**src/design/sle_pkg.sv**
```systemverilog
`default_nettype none

package sle_pkg;

    // list store geometry
    localparam int DEPTH  = 64;
    localparam int ADDR_W = $clog2(DEPTH);
    localparam int CNT_W  = $clog2(DEPTH + 1);

    // fixed field widths
    localparam int OP_W   = 4;
    localparam int POS_W  = 7;
    localparam int DATA_W = 32;
    localparam int ST_W   = 3;
    localparam int FIDX_W = 6;
    localparam int SIZE_W = 7;

    localparam logic [CNT_W-1:0] DEPTH_CNT = CNT_W'(DEPTH);

    typedef enum logic [OP_W-1:0] {
        OP_PUSH_BACK  = 4'd0,
        OP_PUSH_FRONT = 4'd1,
        OP_POP_BACK   = 4'd2,
        OP_POP_FRONT  = 4'd3,
        OP_INSERT     = 4'd4,
        OP_ERASE      = 4'd5,
        OP_FIND       = 4'd6,
        OP_REMOVE     = 4'd7,
        OP_REMOVE_ALL = 4'd8,
        OP_FRONT      = 4'd9,
        OP_BACK       = 4'd10
    } opcode_t;

    typedef enum logic [ST_W-1:0] {
        ST_OK        = 3'd0,
        ST_FULL      = 3'd1,
        ST_EMPTY     = 3'd2,
        ST_BAD_POS   = 3'd3,
        ST_NOT_FOUND = 3'd4
    } status_t;

endpackage

`default_nettype wire

```
**src/design/sle_ram.sv**
```systemverilog
`default_nettype none

module sle_ram #(
    parameter int WIDTH = 32,
    parameter int DEPTH = 64
) (
    input  wire logic                     clk,
    input  wire logic                     we,
    input  wire logic [$clog2(DEPTH)-1:0] waddr,
    input  wire logic [WIDTH-1:0]         wdata,
    input  wire logic                     re,
    input  wire logic [$clog2(DEPTH)-1:0] raddr,
    output      logic [WIDTH-1:0]         rdata
);

    logic [WIDTH-1:0] mem_reg [DEPTH];
    logic [WIDTH-1:0] rdata_reg;

    // one write port, one registered read port
    always_ff @(posedge clk)
    begin
        if (we)
        begin
            mem_reg[waddr] <= wdata;
        end
        if (re)
        begin
            rdata_reg <= mem_reg[raddr];
        end
    end

    assign rdata = rdata_reg;

endmodule

`default_nettype wire

```
**src/design/sequential_list_engine.sv**
```systemverilog
// channel   | valid     | stall     | payload
// ----------+-----------+-----------+--------------------------------------------------
// request   | req_valid | req_stall | opcode, position, value
// response  | rsp_valid | rsp_stall | status, found_index, read_value, list_size, is_empty
//
// one request at a time; a request streams each entry it moves or scans through the single
// store read port, one entry per cycle; push back skips the stream, pop back and rejected
// requests skip the run, and the next request can be taken in the cycle after its response
// is loaded.
// reset clears the count and the control state, not the store. a held response does not
// block the next request; a finished request waits while an earlier response is stalled.
`default_nettype none

module sequential_list_engine
    import sle_pkg::*;
(
    input  wire logic              clk,
    input  wire logic              rst_n,
    input  wire logic              req_valid,
    output      logic              req_stall,
    input  wire logic [OP_W-1:0]   opcode,
    input  wire logic [POS_W-1:0]  position,
    input  wire logic [DATA_W-1:0] value,
    output      logic              rsp_valid,
    input  wire logic              rsp_stall,
    output      logic [ST_W-1:0]   status,
    output      logic [FIDX_W-1:0] found_index,
    output      logic [DATA_W-1:0] read_value,
    output      logic [SIZE_W-1:0] list_size,
    output      logic              is_empty
);

    localparam int CMP_W = (CNT_W > POS_W) ? CNT_W : POS_W;

    typedef enum logic [2:0] {
        S_IDLE = 3'b001,
        S_RUN  = 3'b010,
        S_DONE = 3'b100
    } state_t;

    state_t            state_reg,    state_next;
    opcode_t           op_reg,       op_next;
    logic [CNT_W-1:0]  cnt_reg,      cnt_next;
    logic [CNT_W-1:0]  pos_reg,      pos_next;
    logic [CNT_W-1:0]  rd_ptr_reg,   rd_ptr_next;
    logic [CNT_W-1:0]  rem_reg,      rem_next;
    logic [CNT_W-1:0]  ret_addr_reg, ret_addr_next;
    logic [CNT_W-1:0]  gone_reg,     gone_next;
    logic              ret_vld_reg,  ret_vld_next;
    logic              hit_reg,      hit_next;
    logic [FIDX_W-1:0] hit_idx_reg,  hit_idx_next;
    logic [DATA_W-1:0] val_reg,      val_next;
    logic [DATA_W-1:0] rval_reg,     rval_next;
    status_t           st_reg,       st_next;
    logic              rsp_valid_reg, rsp_valid_next;
    logic [ST_W-1:0]   rsp_status_reg;
    logic [FIDX_W-1:0] rsp_fidx_reg;
    logic [DATA_W-1:0] rsp_rval_reg;
    logic [SIZE_W-1:0] rsp_size_reg;
    logic              rsp_empty_reg;
    logic              load_rsp;

    logic              ram_we;
    logic [ADDR_W-1:0] ram_waddr;
    logic [DATA_W-1:0] ram_wdata;
    logic              ram_re;
    logic [ADDR_W-1:0] ram_raddr;
    logic [DATA_W-1:0] ram_rdata;

    logic              is_open;
    logic              is_close;
    logic              is_peek;
    logic              is_find;
    logic              match;
    logic              first_hit;
    logic              drop;
    logic              full;
    logic              empty;
    logic [CNT_W-1:0]  pos_in;
    logic [CMP_W-1:0]  pos_cmp;
    logic [CMP_W-1:0]  cnt_cmp;
    logic [CNT_W-1:0]  wa_up;
    logic [CNT_W-1:0]  wa_down;

    // list store
    sle_ram #(
        .WIDTH (DATA_W),
        .DEPTH (DEPTH)
    ) u_ram (
        .clk   (clk),
        .we    (ram_we),
        .waddr (ram_waddr),
        .wdata (ram_wdata),
        .re    (ram_re),
        .raddr (ram_raddr),
        .rdata (ram_rdata)
    );

    // operation classes of the request in flight
    assign is_open  = (op_reg == OP_PUSH_BACK) || (op_reg == OP_PUSH_FRONT)
                   || (op_reg == OP_INSERT);
    assign is_close = (op_reg == OP_POP_FRONT) || (op_reg == OP_ERASE);
    assign is_peek  = (op_reg == OP_FRONT) || (op_reg == OP_BACK);
    assign is_find  = (op_reg == OP_FIND);

    // compare of the returned entry and drop decision for compaction
    assign match     = (ram_rdata == val_reg);
    assign first_hit = match && !hit_reg;
    always_comb
    begin
        if (is_close)
        begin
            drop = (ret_addr_reg == pos_reg);
        end
        else if (op_reg == OP_REMOVE)
        begin
            drop = first_hit;
        end
        else if (op_reg == OP_REMOVE_ALL)
        begin
            drop = match;
        end
        else
        begin
            drop = 1'b0;
        end
    end

    assign wa_up   = ret_addr_reg + CNT_W'(1);
    assign wa_down = ret_addr_reg - gone_reg;

    // request checks
    assign full    = (cnt_reg >= DEPTH_CNT);
    assign empty   = (cnt_reg == '0);
    assign pos_in  = CNT_W'(position);
    assign pos_cmp = CMP_W'(position);
    assign cnt_cmp = CMP_W'(cnt_reg);

    // sequencer
    always_comb
    begin
        state_next    = state_reg;
        op_next       = op_reg;
        cnt_next      = cnt_reg;
        pos_next      = pos_reg;
        rd_ptr_next   = rd_ptr_reg;
        rem_next      = rem_reg;
        ret_addr_next = ret_addr_reg;
        gone_next     = gone_reg;
        ret_vld_next  = ret_vld_reg;
        hit_next      = hit_reg;
        hit_idx_next  = hit_idx_reg;
        val_next      = val_reg;
        rval_next     = rval_reg;
        st_next       = st_reg;
        ram_we        = 1'b0;
        ram_waddr     = '0;
        ram_wdata     = val_reg;
        ram_re        = 1'b0;
        ram_raddr     = '0;
        load_rsp      = 1'b0;

        case (state_reg)
            S_IDLE:
            begin
                if (req_valid)
                begin
                    op_next      = opcode_t'(opcode);
                    val_next     = value;
                    pos_next     = pos_in;
                    st_next      = ST_OK;
                    rval_next    = '0;
                    hit_next     = 1'b0;
                    hit_idx_next = '0;
                    gone_next    = '0;
                    ret_vld_next = 1'b0;
                    rd_ptr_next  = '0;
                    rem_next     = cnt_reg;
                    state_next   = S_RUN;
                    case (opcode_t'(opcode))
                        OP_PUSH_BACK:
                        begin
                            pos_next    = cnt_reg;
                            rem_next    = '0;
                            rd_ptr_next = cnt_reg - CNT_W'(1);
                            if (full)
                            begin
                                st_next    = ST_FULL;
                                state_next = S_DONE;
                            end
                        end
                        OP_PUSH_FRONT:
                        begin
                            pos_next    = '0;
                            rd_ptr_next = cnt_reg - CNT_W'(1);
                            if (full)
                            begin
                                st_next    = ST_FULL;
                                state_next = S_DONE;
                            end
                        end
                        OP_POP_BACK:
                        begin
                            state_next = S_DONE;
                            if (empty)
                            begin
                                st_next = ST_EMPTY;
                            end
                            else
                            begin
                                cnt_next = cnt_reg - CNT_W'(1);
                            end
                        end
                        OP_POP_FRONT:
                        begin
                            pos_next = '0;
                            if (empty)
                            begin
                                st_next    = ST_EMPTY;
                                state_next = S_DONE;
                            end
                        end
                        OP_INSERT:
                        begin
                            rd_ptr_next = cnt_reg - CNT_W'(1);
                            rem_next    = cnt_reg - pos_in;
                            if (pos_cmp > cnt_cmp)
                            begin
                                st_next    = ST_BAD_POS;
                                state_next = S_DONE;
                            end
                            else if (full)
                            begin
                                st_next    = ST_FULL;
                                state_next = S_DONE;
                            end
                        end
                        OP_ERASE:
                        begin
                            rd_ptr_next = pos_in;
                            rem_next    = cnt_reg - pos_in;
                            if (pos_cmp >= cnt_cmp)
                            begin
                                st_next    = ST_BAD_POS;
                                state_next = S_DONE;
                            end
                        end
                        OP_FIND, OP_REMOVE, OP_REMOVE_ALL:
                        begin
                            rem_next = cnt_reg;
                        end
                        OP_FRONT:
                        begin
                            rem_next = CNT_W'(1);
                            if (empty)
                            begin
                                st_next    = ST_EMPTY;
                                state_next = S_DONE;
                            end
                        end
                        OP_BACK:
                        begin
                            rem_next    = CNT_W'(1);
                            rd_ptr_next = cnt_reg - CNT_W'(1);
                            if (empty)
                            begin
                                st_next    = ST_EMPTY;
                                state_next = S_DONE;
                            end
                        end
                        default:
                        begin
                            state_next = S_DONE;
                        end
                    endcase
                end
            end

            S_RUN:
            begin
                // issue the next read
                if (rem_reg != '0)
                begin
                    ram_re        = 1'b1;
                    ram_raddr     = rd_ptr_reg[ADDR_W-1:0];
                    ret_vld_next  = 1'b1;
                    ret_addr_next = rd_ptr_reg;
                    rem_next      = rem_reg - CNT_W'(1);
                    rd_ptr_next   = is_open ? (rd_ptr_reg - CNT_W'(1))
                                            : (rd_ptr_reg + CNT_W'(1));
                end
                else
                begin
                    ret_vld_next = 1'b0;
                end

                // handle the entry read in the previous cycle
                if (ret_vld_reg)
                begin
                    if (is_peek)
                    begin
                        rval_next = ram_rdata;
                    end
                    else if (is_open)
                    begin
                        ram_we    = 1'b1;
                        ram_waddr = wa_up[ADDR_W-1:0];
                        ram_wdata = ram_rdata;
                    end
                    else
                    begin
                        if (first_hit)
                        begin
                            hit_next     = 1'b1;
                            hit_idx_next = FIDX_W'(ret_addr_reg);
                        end
                        if (drop)
                        begin
                            gone_next = gone_reg + CNT_W'(1);
                        end
                        else if (!is_find)
                        begin
                            ram_we    = 1'b1;
                            ram_waddr = wa_down[ADDR_W-1:0];
                            ram_wdata = ram_rdata;
                        end
                    end
                end

                // stream drained: finish the request
                if ((rem_reg == '0) && !ret_vld_reg)
                begin
                    state_next = S_DONE;
                    if (is_open)
                    begin
                        ram_we    = 1'b1;
                        ram_waddr = pos_reg[ADDR_W-1:0];
                        ram_wdata = val_reg;
                        cnt_next  = cnt_reg + CNT_W'(1);
                    end
                    else if (!is_peek)
                    begin
                        cnt_next = cnt_reg - gone_reg;
                    end
                    if ((is_find || (op_reg == OP_REMOVE)) && !hit_reg)
                    begin
                        st_next = ST_NOT_FOUND;
                    end
                end
            end

            S_DONE:
            begin
                if (!rsp_valid_reg || !rsp_stall)
                begin
                    load_rsp   = 1'b1;
                    state_next = S_IDLE;
                end
            end

            default:
            begin
                state_next = S_IDLE;
            end
        endcase
    end

    // response handshake
    assign rsp_valid_next = (rsp_valid_reg && rsp_stall) || load_rsp;

    // control state
    always_ff @(posedge clk or negedge rst_n)
    begin
        if (!rst_n)
        begin
            state_reg     <= S_IDLE;
            cnt_reg       <= '0;
            rem_reg       <= '0;
            ret_vld_reg   <= 1'b0;
            rsp_valid_reg <= 1'b0;
        end
        else
        begin
            state_reg     <= state_next;
            cnt_reg       <= cnt_next;
            rem_reg       <= rem_next;
            ret_vld_reg   <= ret_vld_next;
            rsp_valid_reg <= rsp_valid_next;
        end
    end

    // working and payload registers
    always_ff @(posedge clk)
    begin
        op_reg       <= op_next;
        pos_reg      <= pos_next;
        rd_ptr_reg   <= rd_ptr_next;
        ret_addr_reg <= ret_addr_next;
        gone_reg     <= gone_next;
        hit_reg      <= hit_next;
        hit_idx_reg  <= hit_idx_next;
        val_reg      <= val_next;
        rval_reg     <= rval_next;
        st_reg       <= st_next;
        if (load_rsp)
        begin
            rsp_status_reg <= st_reg;
            rsp_fidx_reg   <= is_find ? hit_idx_reg : '0;
            rsp_rval_reg   <= rval_reg;
            rsp_size_reg   <= SIZE_W'(cnt_reg);
            rsp_empty_reg  <= (cnt_reg == '0);
        end
    end

    assign req_stall   = (state_reg != S_IDLE);
    assign rsp_valid   = rsp_valid_reg;
    assign status      = rsp_status_reg;
    assign found_index = rsp_fidx_reg;
    assign read_value  = rsp_rval_reg;
    assign list_size   = rsp_size_reg;
    assign is_empty    = rsp_empty_reg;

endmodule

`default_nettype wire

```
**config.mk**
```make
export PLATFORM = sky130hd
export DESIGN_NAME = sequential_list_engine
export DESIGN_NICKNAME = d
export VERILOG_FILES = /design/src/design/sle_pkg.sv /design/src/design/sle_ram.sv /design/src/design/sequential_list_engine.sv
export SDC_FILE = /design/constraint.sdc
export NUM_CORES = 2
export LEC_CHECK = 0
export ABC_AREA = 1
export CORE_MARGIN = 2
export CORE_UTILIZATION = 26
export DETAILED_ROUTE_END_ITERATION = 10
export DONT_BUFFER_PORTS = 1
export PLACE_DENSITY_LB_ADDON = 0.05
export SLEW_MARGIN = 20
export SYNTH_ARGS = -nofsm -noshare
export SYNTH_HDL_FRONTEND = slang
export SYNTH_SLANG_ARGS = --single-unit
```
**constraint.sdc**
```tcl
create_clock -name clk -period 5.7 [get_ports clk]
set_input_delay 0.57 -clock clk [delete_from_list [all_inputs] [get_ports clk]]
set_output_delay 0.57 -clock clk [all_outputs]
set_load 0.02 [all_outputs]
```
==> results.md <==
* Filler instances at 39,200
* Place WS at 794 ps
* Worst rel slew slack at 0.240
* Crit Path Category: reg2reg
* Row count at 228
* Final worst path period share at 0.855
* Cells after synthesis at 9,402
* Tmin final at 4880 ps
* Routed len/inst at 26.4 um
* Num CTS Buffers at 286
* GRT Util Overall at 0.196
* Post-synthesis sequential area ratio at 0.674
* Status: finished, final reports clean
* Port-buffer cells at 0
* Power density over the cells at 398 nW/um^2
* Mapped cell area at 100,000 um^2
* Setup crit end kind: flop
* Core area at 385,000 um^2
* Post-DP Area at 109,000 um^2
* Max-Cap Viols at 0
* Detailed Place HPWL at 223,000 um
* Antenna Nets Post-Route at 0
* I/O pin total at 98
* Hold WS at 103 ps
* Worst-path clk slew at 60 ps
* TNS Setup at 0 ps
* Largest stage delay on the critical path at 860 ps
* Clk Latency, worst-skew pair at 900 ps
* Design Power at 46.8 mW
* Peak VDD IR at 226 uV
* Crit path max fanout at 32
* Max reg flops at 2,048
* Clock sink count at 2,254
* Min-Delay Path Class: in2reg
* Chip height at 625 um
* H-tree lvl count at 5
* CTS tree: yes
* Max Slew Vio Count at 0
* Starting density of the core at 0.261
* Initial antenna violation count at 33
* Initial DRC count at 5,721
* Syn Nets at 9,483
* Most common cell after layout, fill and taps aside: edfxtp_1
* Worst Path Arrival at 5490 ps
* Worst path cell trace: inv_1, nand2_1, nand3_1, nor2_1, nand2_1, nor2_1, nand3_1, nand2_1, nor2_2, nand2_4, buf_4, nor2_1, a21oi_4, buf_4
* Leak at 46.5 nW
* Clock buffer depth at 4
* Yosys warnings at 0
* Worst-margin pin slew at 1140 ps
* Drc violations at 0
* RD Place Congestion at 0.810
* Largest net degree at the start of global routing at 126
* #FFs+latches synth at 2,254
* Asr flop ratio synth at 0.00843
* Synth unique cells at 52
* Post-synth EDFFs at 2,235
* Net count reported at finish at 9,584
* Worst path slowest cell: a21oi_4
* Avg Cell Area, Syn at 10.7 um^2
* DIE AREA at 391,000 um^2
* Post-route design area at 118,000 um^2
* Die W at 625 um
* Non-filler cells, final at 14,800
* Detail-routed via count per cell at 4.63
* First-pass GRT wire length at 543,000 um
* Crit path required time at 6310 ps
* Root Driver: clkbuf_16
* Final Hold Vio Count at 0
* Placed cells at 14,200
* Synth-to-Final Area Change at 17.3%
* RSZ-0062 raised after global routing: no
* Main synth FF type: edfxtp_1
* Setup Skew at 47.9 ps
* Setup WS post-layout at 824 ps
* FMAX at 205 MHz
* DR vias at 68,400
* # setup viols final at 0
* Commonest cells after routing, fill and taps aside: edfxtp_1 (2,235), nand3_1 (2,000), inv_1 (1,787)
* CP startpoint kind: flop
* Remaining Overflow, GRT at 0
* Vias in the first global route at 65,800
* DRT Pass-1 Iters at 6
* Post-Route WL at 390,000 um
* Final Util at 0.306
* Layout cells sized above 1 at 0.0883
* PostCTS Resize Cnt at 0
-- cells in the mapped netlist (2+ instances only) --
library cell | instances | share of area
o31ai_1 | 2 | 0.00015
nor2_1 | 184 | 0.0069
nor3_1 | 19 | 0.00095
or2_0 | 2 | 0.00012
o211ai_1 | 4 | 0.00030
o21ai_0 | 57 | 0.0028
or2_1 | 2 | 0.00012
nor2_4 | 2 | 0.00022
nand2_1 | 1783 | 0.067
o221ai_1 | 7 | 0.00061
buf_2 | 373 | 0.019
nor2_2 | 5 | 0.00031
xor2_1 | 10 | 0.00087
nand3_4 | 2 | 0.00035
o21bai_1 | 2 | 0.00015
ha_1 | 30 | 0.0037
fa_1 | 4 | 0.00080
dfrtp_1 | 18 | 0.0045
clkbuf_1 | 135 | 0.0051
nand3_2 | 5 | 0.00050
a211oi_1 | 2 | 0.00015
buf_4 | 8 | 0.00060
nand3_1 | 2000 | 0.10
or2_2 | 39 | 0.0024
a31oi_1 | 11 | 0.00069
o21ai_1 | 4 | 0.00020
o22ai_1 | 11 | 0.00069
nor3_2 | 2 | 0.00020
buf_1 | 21 | 0.00079
inv_2 | 8 | 0.00030
inv_1 | 1790 | 0.067
a21oi_1 | 41 | 0.0020
nand3b_1 | 321 | 0.024
nand4_1 | 209 | 0.013
buf_6 | 4 | 0.00045
edfxtp_1 | 2235 | 0.67
xnor2_1 | 25 | 0.0022
nor4_1 | 4 | 0.00025
nand2_2 | 8 | 0.00050
-- cell type report --
type / instances / area, um^2 / area share
Antenna cell: 20 / 50.0 / 0.000426
Clock inverter: 138 / 1040 / 0.00883
Clock buffer: 353 / 7540 / 0.0641
Timing Repair Buffer: 355 / 3970 / 0.0338
Tap cell: 5060 / 6330 / 0.0538
Sequential cell: 2254 / 67600 / 0.575
Multi-Input combinational cell: 4807 / 24300 / 0.207
Inverter: 1799 / 6790 / 0.0577
-- worst max-delay path: cells and delay by family (launching register included) --
kind                   cells  cell delay [ps]
AOI/OAI and AO/OA          1              860
and+or+nand+nor           10             1970
DFF                        1              620
buffers and inverters      3             1030
-- per-layer routing --
layer / vias to the layer above / GRT usage / share of wire
met5: - / 0 / 0
met4: 0 / 0.0431 / 0.023
met3: 405 / 0.0265 / 0.048
met2: 1665 / 0.305 / 0.44
met1: 34600 / 0.287 / 0.48
li1: 31800 / - / -
-- worst paths after layout --
kind	from	endpoint	slack (ps)	depth (start not counted)
max	u_ram.rdata[8]	u_ram.mem_reg[33][15]	820	14
min	position[6]	pos_reg[6]	100	2
max reg2reg	u_ram.rdata[8]	u_ram.mem_reg[33][15]	820	14
min reg2reg	rval_reg[29]	read_value[29]	410	0
max in group asynchronous	rst_n	state_reg[0]	5330	2
min in group asynchronous	rst_n	rsp_valid	140	2
-- kinds of logic after synthesis --
| family | count (synthesis) | share of synthesized area |
|---|---|---|
| buffers and inverters | 2341 | 0.0929 |
| adder cells (fa/ha/maj) | 34 | 0.00454 |
| AND/OR/NAND/NOR | 4591 | 0.217 |
| flip-flops | 2254 | 0.674 |
| XOR/XNOR | 35 | 0.00306 |
| AO/OA/AOI/OAI | 147 | 0.00832 |
-- power by group --
part / switching, mW / leakage, nW / internal, mW
Clock: 7.39 / 4.18 / 9.94
Sequential: 0.370 / 20.4 / 19.6
Combinational: 7.47 / 21.9 / 2.03
-- repair_timing --
action,in CTS,in global routing
setup buffers,0,0
endpoints found under the hold margin,62,0
hold buffers,44,0
Note: power is estimated with default switching activity, not from simulation.
